## src/rtl/lzgm_pkg.sv

```systemverilog
`default_nettype none
package lzgm_pkg;

  localparam int HIST_SYMBOLS = 286;
  localparam int MIN_MATCH    = 3;
  localparam int LEN_CODES    = 29;

  localparam logic [8:0]  EOB_SYMBOL  = 9'd256;
  localparam logic [8:0]  FIRST_LCODE = 9'd257;
  localparam logic [31:0] COUNT_MAX   = 32'hFFFF_FFFF;

  localparam logic [1:0] OP_PUSH  = 2'd0;
  localparam logic [1:0] OP_DRAIN = 2'd1;
  localparam logic [1:0] OP_HREAD = 2'd2;

  localparam logic RK_TOKEN = 1'b0;
  localparam logic RK_HIST  = 1'b1;

  typedef struct packed {
    logic [1:0] opcode;
    logic [7:0] byte_value;
    logic [8:0] symbol_index;
  } in_item_t;

  typedef struct packed {
    logic        result_kind;
    logic        is_match;
    logic [7:0]  literal_byte;
    logic [8:0]  match_length;
    logic [14:0] match_distance;
    logic [8:0]  symbol_code;
    logic        last_token;
    logic [31:0] hist_count;
  } out_item_t;

  // Shared controls that every compare cell sees in the same cycle.
  typedef struct packed {
    logic       shift;
    logic       s_vld;
    logic [7:0] s_byte;
  } cell_ctl_t;

  typedef enum logic [2:0] {
    ST_CLEAR,
    ST_IDLE,
    ST_SEARCH,
    ST_HINC_RD,
    ST_HINC_WR,
    ST_SHIFT,
    ST_HREAD,
    ST_LOAD
  } state_t;

  localparam logic [8:0] LEN_BASE [LEN_CODES] = '{
    9'd3, 9'd4, 9'd5, 9'd6, 9'd7, 9'd8, 9'd9, 9'd10, 9'd11, 9'd13, 9'd15, 9'd17,
    9'd19, 9'd23, 9'd27, 9'd31, 9'd35, 9'd43, 9'd51, 9'd59, 9'd67, 9'd83, 9'd99,
    9'd115, 9'd131, 9'd163, 9'd195, 9'd227, 9'd258
  };

  function automatic logic [8:0] length_code(input logic [8:0] len);
    logic [8:0] code;
    code = FIRST_LCODE;
    for (int i = 0; i < LEN_CODES; i++) begin
      if (len >= LEN_BASE[i]) begin
        code = FIRST_LCODE + 9'(i);
      end
    end
    return code;
  endfunction

endpackage
`default_nettype wire

```

## src/rtl/lzgm_cell.sv

```systemverilog
`default_nettype none
module lzgm_cell
  import lzgm_pkg::*;
(
  input  wire logic       clk,
  input  wire logic       rst,
  input  wire cell_ctl_t  ctl,
  input  wire logic       load,
  input  wire logic [7:0] load_byte,
  input  wire logic [7:0] shift_in,
  input  wire logic       en,
  input  wire logic       run_in,
  output logic      [7:0] lb,
  output logic            run
);

  always_ff @(posedge clk) begin
    if (load) begin
      lb <= load_byte;
    end else if (ctl.shift) begin
      lb <= shift_in;
    end
  end

  // A candidate survives this cell when every earlier byte matched and the
  // streamed byte equals the lookahead byte held here.
  always_ff @(posedge clk) begin
    if (rst) begin
      run <= 1'b0;
    end else begin
      run <= ctl.s_vld & run_in & en & (ctl.s_byte == lb);
    end
  end

endmodule
`default_nettype wire

```

## config.mk

```make
export PLATFORM = sky130hd
export DESIGN_NAME = lzgm_cell
export DESIGN_NICKNAME = d
export VERILOG_FILES = /design/src/rtl/lzgm_pkg.sv /design/src/rtl/lzgm_cell.sv
export SDC_FILE = /design/constraint.sdc
export NUM_CORES = 1
export LEC_CHECK = 0
export BUFFER_PORTS_ARGS = -buffer_cell sky130_fd_sc_hd__buf_2
export CAP_MARGIN = 20
export CORE_UTILIZATION = 32
export DETAILED_ROUTE_END_ITERATION = 10
export PLACE_DENSITY = 0.69
export REMOVE_ABC_BUFFERS = 1
export SETUP_SLACK_MARGIN = 0.5
export SYNTH_ARGS = -nofsm -noshare
export SYNTH_HDL_FRONTEND = slang
export SYNTH_SLANG_ARGS = --single-unit
```

## constraint.sdc

```tcl
create_clock -name clk -period 1.1 [get_ports clk]
set_input_delay 0.22 -clock clk [delete_from_list [all_inputs] [get_ports clk]]
set_output_delay 0.22 -clock clk [all_outputs]
set_load 0.03 [all_outputs]
```

==> run metrics, run 1 <==
status complete, no violations; largest net degree at the start of global routing 9; number of library cell types mapped by synthesis 11; Worst setup endpoint lb[2]; critical path fanouts, max 2; Max-Cap Viols 0; Routed WL between 1000 and 1500 um; Inst Count DP 84; CTS tree built; Non-Filler Instances slightly above 90; f_max between 900 and 1000 MHz; r2r setup slk 0.04 ns; synthesis-to-layout area growth 90.30%; final setup vio count 0; Slew Limit Fails 0; CTS Sinks 9; CP Cell Sequence buf_6; die width 40.09 um; ant diodes 0; WP data required 0.88 ns; row cnt 13; CTS Hold Bufs 0; Synth area leaders edfxtp_1, mux2_2, xnor2_1; Synth top area share 51.75%; Initial Utilization 35.23%; CTS Buf Count 3; detailed-route vias per instance 4.663; WP depth 1; die height approximately 40 um; minimum clock period 1.075 ns; CP Class reg2out; port buffer count 39; clock latency on the worst-skew pair between 0.2 and 0.3 ns; post-synthesis sequential area ratio approximately 56%; Worst-Margin Slew 0.1817 ns; share of layout cells above drive strength 1 between 70% and 80%; final net count 109; Root Driver clkbuf_4; Max IR drop VDD between 0.0006 and 0.0007 V; initial DRC count 1; Die Area ~1600 um2; R2R Path End run$_SDFF_PP0_; ANT nets after route 0; startpoint types flip-flop; global-route wire length before repair roughly 1800 um; critical path's top delay family flip-flops; clock tree buffer depth 2; reg2reg start lb[0]$_DFFE_PP_; CTS H-tree depth 1; leading area contributor after synthesis edfxtp_1; synthesized flop and latch total 9; R2R depth 4; cells after synthesis 31; GRT Util Overall a little under a fifth; Final period util 97.74%; Worst Clk Skew roughly 0.0038 ns; Core Util, Final approximately 67%; RSZ-0062 raised after global routing true; hold_ws between 0.2 and 0.25 ns; slew margin rel. roughly 88%; initial antenna violation count 0; Setup crit start lb[2]$_DFFE_PP_; Max stage delay cell, worst path edfxtp_1; TritonRoute pass-1 iters 2; # DRC 0; core area 1318 um2; hold crit path type in2reg; leakage between 0.4 and 0.5 nW; CP peak stage delay between 0.4 and 0.5 ns; endpoints failing hold 0; Worst-path clk slew 0.06 ns; vias in the first global route around 440; CP arrival between 0.8 and 0.9 ns; worst path buffer plus inverter count 1; # IOs 40; DPL Wire Length roughly 740 um; CP endpoint kind output pin; Placer Congestion 0.6545; Routed WL per cell 12.55 um; DR vias ~430; GR Overflow Total 0; power per cell area ~1200 nW/um2; Mean Syn Cell Area about 15 um2; Cell Area, Synth about 460 um2; Synth Warn # 0
## cell usage after synthesis
| master | instances |
|---|---|
| buf_2 | 1 |
| edfxtp_1 | 8 |
| xor2_1 | 1 |
| xnor2_1 | 7 |
| nand4_1 | 1 |
| or2_2 | 1 |
| mux2_2 | 8 |
| nand4b_1 | 1 |
| dfxtp_1 | 1 |
| nor4_2 | 1 |
| nand3_1 | 1 |
## per-layer routing
metal | track usage, % | routed length (um) | vias up | part of all wire (%)
met5 | 0 | 0 | - | 0
met4 | 10.34 | 24 | 0 | 2.1
met3 | 8.889 | 99 | 4 | 8.6
met2 | 35.08 | 664 | 21 | 57
met1 | 15.68 | 366 | 198 | 32
li1 | - | - | 206 | -
## cell type report
| class | instances | area, um2 |
|---|---|---|
| sequential | 9 | 260.3 |
| tap | 15 | 18.77 |
| timing repair buffer | 43 | 324.1 |
| clock buffer | 4 | 26.28 |
| multi-input combinational | 21 | 254.0 |
| fill | 102 | 434.2 |
## per-stage QoR
step | power (W) | setup TNS, ns | setup slack [ns] | area (um2)
floorplan | 0.0005828 | -0.04384 | -0.04384 | 459.2
global placement | 0.0006784 | 0 | 0.04320 | 673.1
detailed placement | 0.0006803 | 0 | 0.03279 | 673.1
CTS | 0.001036 | 0 | 0.01946 | 853.3
global route | 0.001101 | -0.07472 | -0.06519 | 883.3
finish | 0.001054 | 0 | 0.02486 | 883.3
## where the power goes
part           leakage (nW)  switching [W]  internal [W]  total, W
registers            0.0896      0.0000290      0.000413  0.000442
logic                 0.315       0.000144      0.000209  0.000353
clock network        0.0150       0.000119      0.000140  0.000259
total                 0.420       0.000292      0.000762   0.00105
## repair_timing
action	CTS	global route
pin swaps	3	1
gates resized for setup	32	5
cloned	1	0
endpoints found under the setup margin	26	10
setup buffers	3	0
## cells by family (layout without fill, tap and decap cells)
| kind of cell | Yosys count | count (layout) | synth area share, % |
|---|---|---|---|
| and+or+nand+nor | 5 | 5 | 8.356 |
| xor gates and xnor gates | 8 | 8 | 15.09 |
| DFF | 9 | 9 | 56.06 |
| muxes | 8 | 8 | 19.41 |
| buffers and inverters | 1 | 47 | 1.077 |
## registers in the layout (all words and copies together) (netlist names)
| register | count |
|---|---|
| run | 1 |
| lb | 8 |
## how the worst min path moves through the flow
stage / to / start / depth (start not counted) / slack, ns
finish: run$_SDFF_PP0_ / rst / 3 / 0.23
global route: lb[1]$_DFFE_PP_ / shift_in[1] / 2 / 0.25
CTS: run$_SDFF_PP0_ / rst / 3 / 0.23
detailed placement: run$_SDFF_PP0_ / rst / 3 / 0.52
global placement: run$_SDFF_PP0_ / rst / 3 / 0.51
floorplan: run$_SDFF_PP0_ / en / 2 / 0.39
## cell usage in the layout, fill, tap and decap left out
master    netlist  layout
nor4_2          1       1
mux2_4          0       8
dfxtp_1         1       1
edfxtp_1        8       8
or2_4           0       1
buf_16          0       1
buf_2           1      29
xnor2_2         0       3
buf_4           0       1
nand4_1         1       1
clkbuf_4        0       3
nand3_1         1       1
clkbuf_1        0       1
xnor2_1         7       4
xor2_1          1       1
buf_12          0       1
buf_6           0      11
nand4b_1        1       1
Power figures use the tool's default switching activity.
==> inputs of run 2 (changes only) <==
- CORE_MARGIN: unset -> 5
==> run 2 against run 1 <==
First-iteration DRC count grew to 4.0 times the previous value. Worst setup slack worse by 0.0032 ns. Routed wire length is 14% higher. Clock-buffer cell count stayed put. Flip-flop and latch count stayed put. Global-route usage is 5.8 points lower. Combinational power is 5% higher. Cell count is 2.2% higher. Die area is 44% higher. Total power is 1.7% higher. Critical path depth stayed put. Hold slack worse by 0.0055 ns. Highest routed layer unchanged.
==> run metrics, run 2 (synthesis results as in run 1) <==
Gate power share 34.4% (+0.9 points); DR vias 445 (+3.7%); vias in the first global route 462 (+6.2%); GRT Util Overall 12.94% (-5.8 points); GR Overflow Total 0 (unchanged); Worst-Margin Slew 0.1769 ns (-0.004856 ns); Routed WL per cell 13.95 um (+11%); Max IR drop VDD 0.0007575 V (+16%); depth of the worst hold-timing path 3 (unchanged); Slew Limit Fails 0 (unchanged); register area 261.5 um2 (+0.48%); ANT nets after route 0 (unchanged); Initial Utilization 34.80% (-0.43 points); f_max 927.3 MHz (-0.30%); Final period util 98.03% (+0.29 points); Worst-path clk slew 0.06 ns (about the same); CP peak stage delay 0.42 ns (about the same); Routed WL 1311 um (+14%); TritonRoute pass-1 iters 3 (+1); CTS Buf Count 3 (unchanged); hold_ws 0.2293 ns (-0.005454 ns); CP Class reg2out; worst path buffer plus inverter count 1 (unchanged); port buffer count 39 (unchanged); ant diodes 0 (unchanged); # DRC 0 (unchanged); most frequent cells in the layout buf_2, buf_6, mux2_4, edfxtp_1, xnor2_1; clock latency on the worst-skew pair 0.27 ns (about the same); leakage 0.4297 nW (+2.4%); Root Driver clkbuf_4; largest net degree at the start of global routing 9 (unchanged); final setup vio count 0 (unchanged); Reg power frac 40.9% (-1.0 points); status complete, no violations; critical path's top delay family flip-flops; CP endpoint kind output pin; power per cell area 1191 nW/um2 (-0.18%); clock tree buffer depth 2 (unchanged); Worst Clk Skew 0.002857 ns (-0.0008985 ns); max reg flops 8 (unchanged); clock share of power 24.6% (about the same); startpoint types flip-flop; R2R depth 4 (unchanged); most common cell after layout, fill and taps aside buf_2; global-route wire length before repair 1849 um (+3.5%); CTS tree built; CTS H-tree depth 1 (unchanged); slew margin rel. 88.11% (+0.33 points); Die Area 2312 um2 (+44%); Fillers 100 (-2.0%); CP Cell Sequence buf_6; Core Util, Final 67.45% (+0.40 points); share of layout cells above drive strength 1 78.48% (+1.9 points); CTS Hold Bufs 0 (unchanged); endpoints failing hold 0 (unchanged); WHS Endpoint run$_SDFF_PP0_; reg2reg start lb[2]$_DFFE_PP_; core area 1334 um2 (+1.2%); CTS Sinks 9 (unchanged); Internal 0.0007719 W (+1.3%); initial antenna violation count 0 (unchanged); R2R Path End run$_SDFF_PP0_; critical path fanouts, max 2 (unchanged); hold crit path type in2reg; row cnt 13 (unchanged); WP data required 0.88 ns (about the same); detailed-route vias per instance 4.734 (+1.5%); r2r setup slk 0.03 ns (about the same); initial DRC count 4 (+3); die height 48.09 um (+20%); Max-Cap Viols 0 (unchanged); Placer Congestion 0.7044 (+7.6%); synthesis-to-layout area growth 93.80%; multi-input combinational cell area 254.0 um2 (unchanged); die width 48.09 um (+20%); setup_tns 0 ns (unchanged); final net count 111 (+1.8%); hold_sp en; RSZ-0062 raised after global routing true; # IOs 40 (unchanged); CP arrival 0.86 ns (about the same); leading registers by flop count lb x8, run x1; total net switching power 0.0002998 W (+2.7%); minimum clock period 1.078 ns (+0.003242 ns); switching share of power 27.98% (+0.28 points); Most flops, register lb; Max stage delay cell, worst path edfxtp_1
## run 2: cell types whose count changed in the layout (fill, tap and decap cells not counted)
| cell | previous run | this run |
|---|---|---|
| buf_4 | 1 | 3 |
| dfxtp_2 | 0 | 1 |
| dfxtp_1 | 1 | 0 |
## run 2: per-stage QoR
step	area [um2]	instances	setup slack [ns]	total power (W)
floorplan	459.2	30	-0.04384	0.0005828
global placement	673.1	84	0.04469	0.0006813
detailed placement	673.1	84	0.03336	0.0006840
CTS	862.1	93	0.02415	0.001035
global route	899.6	94	-0.04952	0.001111
finish	899.6	94	0.02162	0.001072
## run 2: power groups by stage
| stage | Sequential (W) | Clock [W] | Combinational (W) |
|---|---|---|---|
| 2_1_floorplan | 0.000508 | 0 | 0.0000744 |
| 3_3_place_gp | 0.000441 | 0 | 0.000240 |
| 3_5_place_dp | 0.000441 | 0 | 0.000243 |
| 4_1_cts | 0.000439 | 0.000256 | 0.000341 |
| 5_1_grt | 0.000443 | 0.000276 | 0.000392 |
| 6_report | 0.000439 | 0.000264 | 0.000369 |
## run 2: worst max-delay path by stage
stage                      end  cells past startpoint  slack [ns]             from
6_report                 lb[4]                      1        0.02  lb[4]$_DFFE_PP_
5_1_grt         run$_SDFF_PP0_                      4       -0.05  lb[2]$_DFFE_PP_
3_3_place_gp   lb[4]$_DFFE_PP_                      2        0.04             load
3_5_place_dp   lb[5]$_DFFE_PP_                      2        0.03             load
4_1_cts                  lb[4]                      1        0.02  lb[4]$_DFFE_PP_
2_1_floorplan   run$_SDFF_PP0_                      3       -0.04  lb[7]$_DFFE_PP_
## run 2: repair_timing
item                                    4_1_cts  5_1_grt
endpoints found under the setup margin       26       16
resized for setup                            33        5
pin swaps                                     4        1
cloned                                        1        0
setup buffers                                 4        1
## run 2: routing by layer
layer,GRT usage (%),vias to the layer above,wire [um]
met1,10.57,204,355
met2,22.69,24,756
li1,-,211,-
met3,2.256,6,117
met5,0,-,0
met4,16.67,0,80
## run 2: final cells by class
type                       count  share of cell area, %
tap                           15                  2.086
multi-input combinational     21                  28.23
timing repair buffer          45                  37.69
clock buffer                   4                  2.921
sequential                     9                  29.07
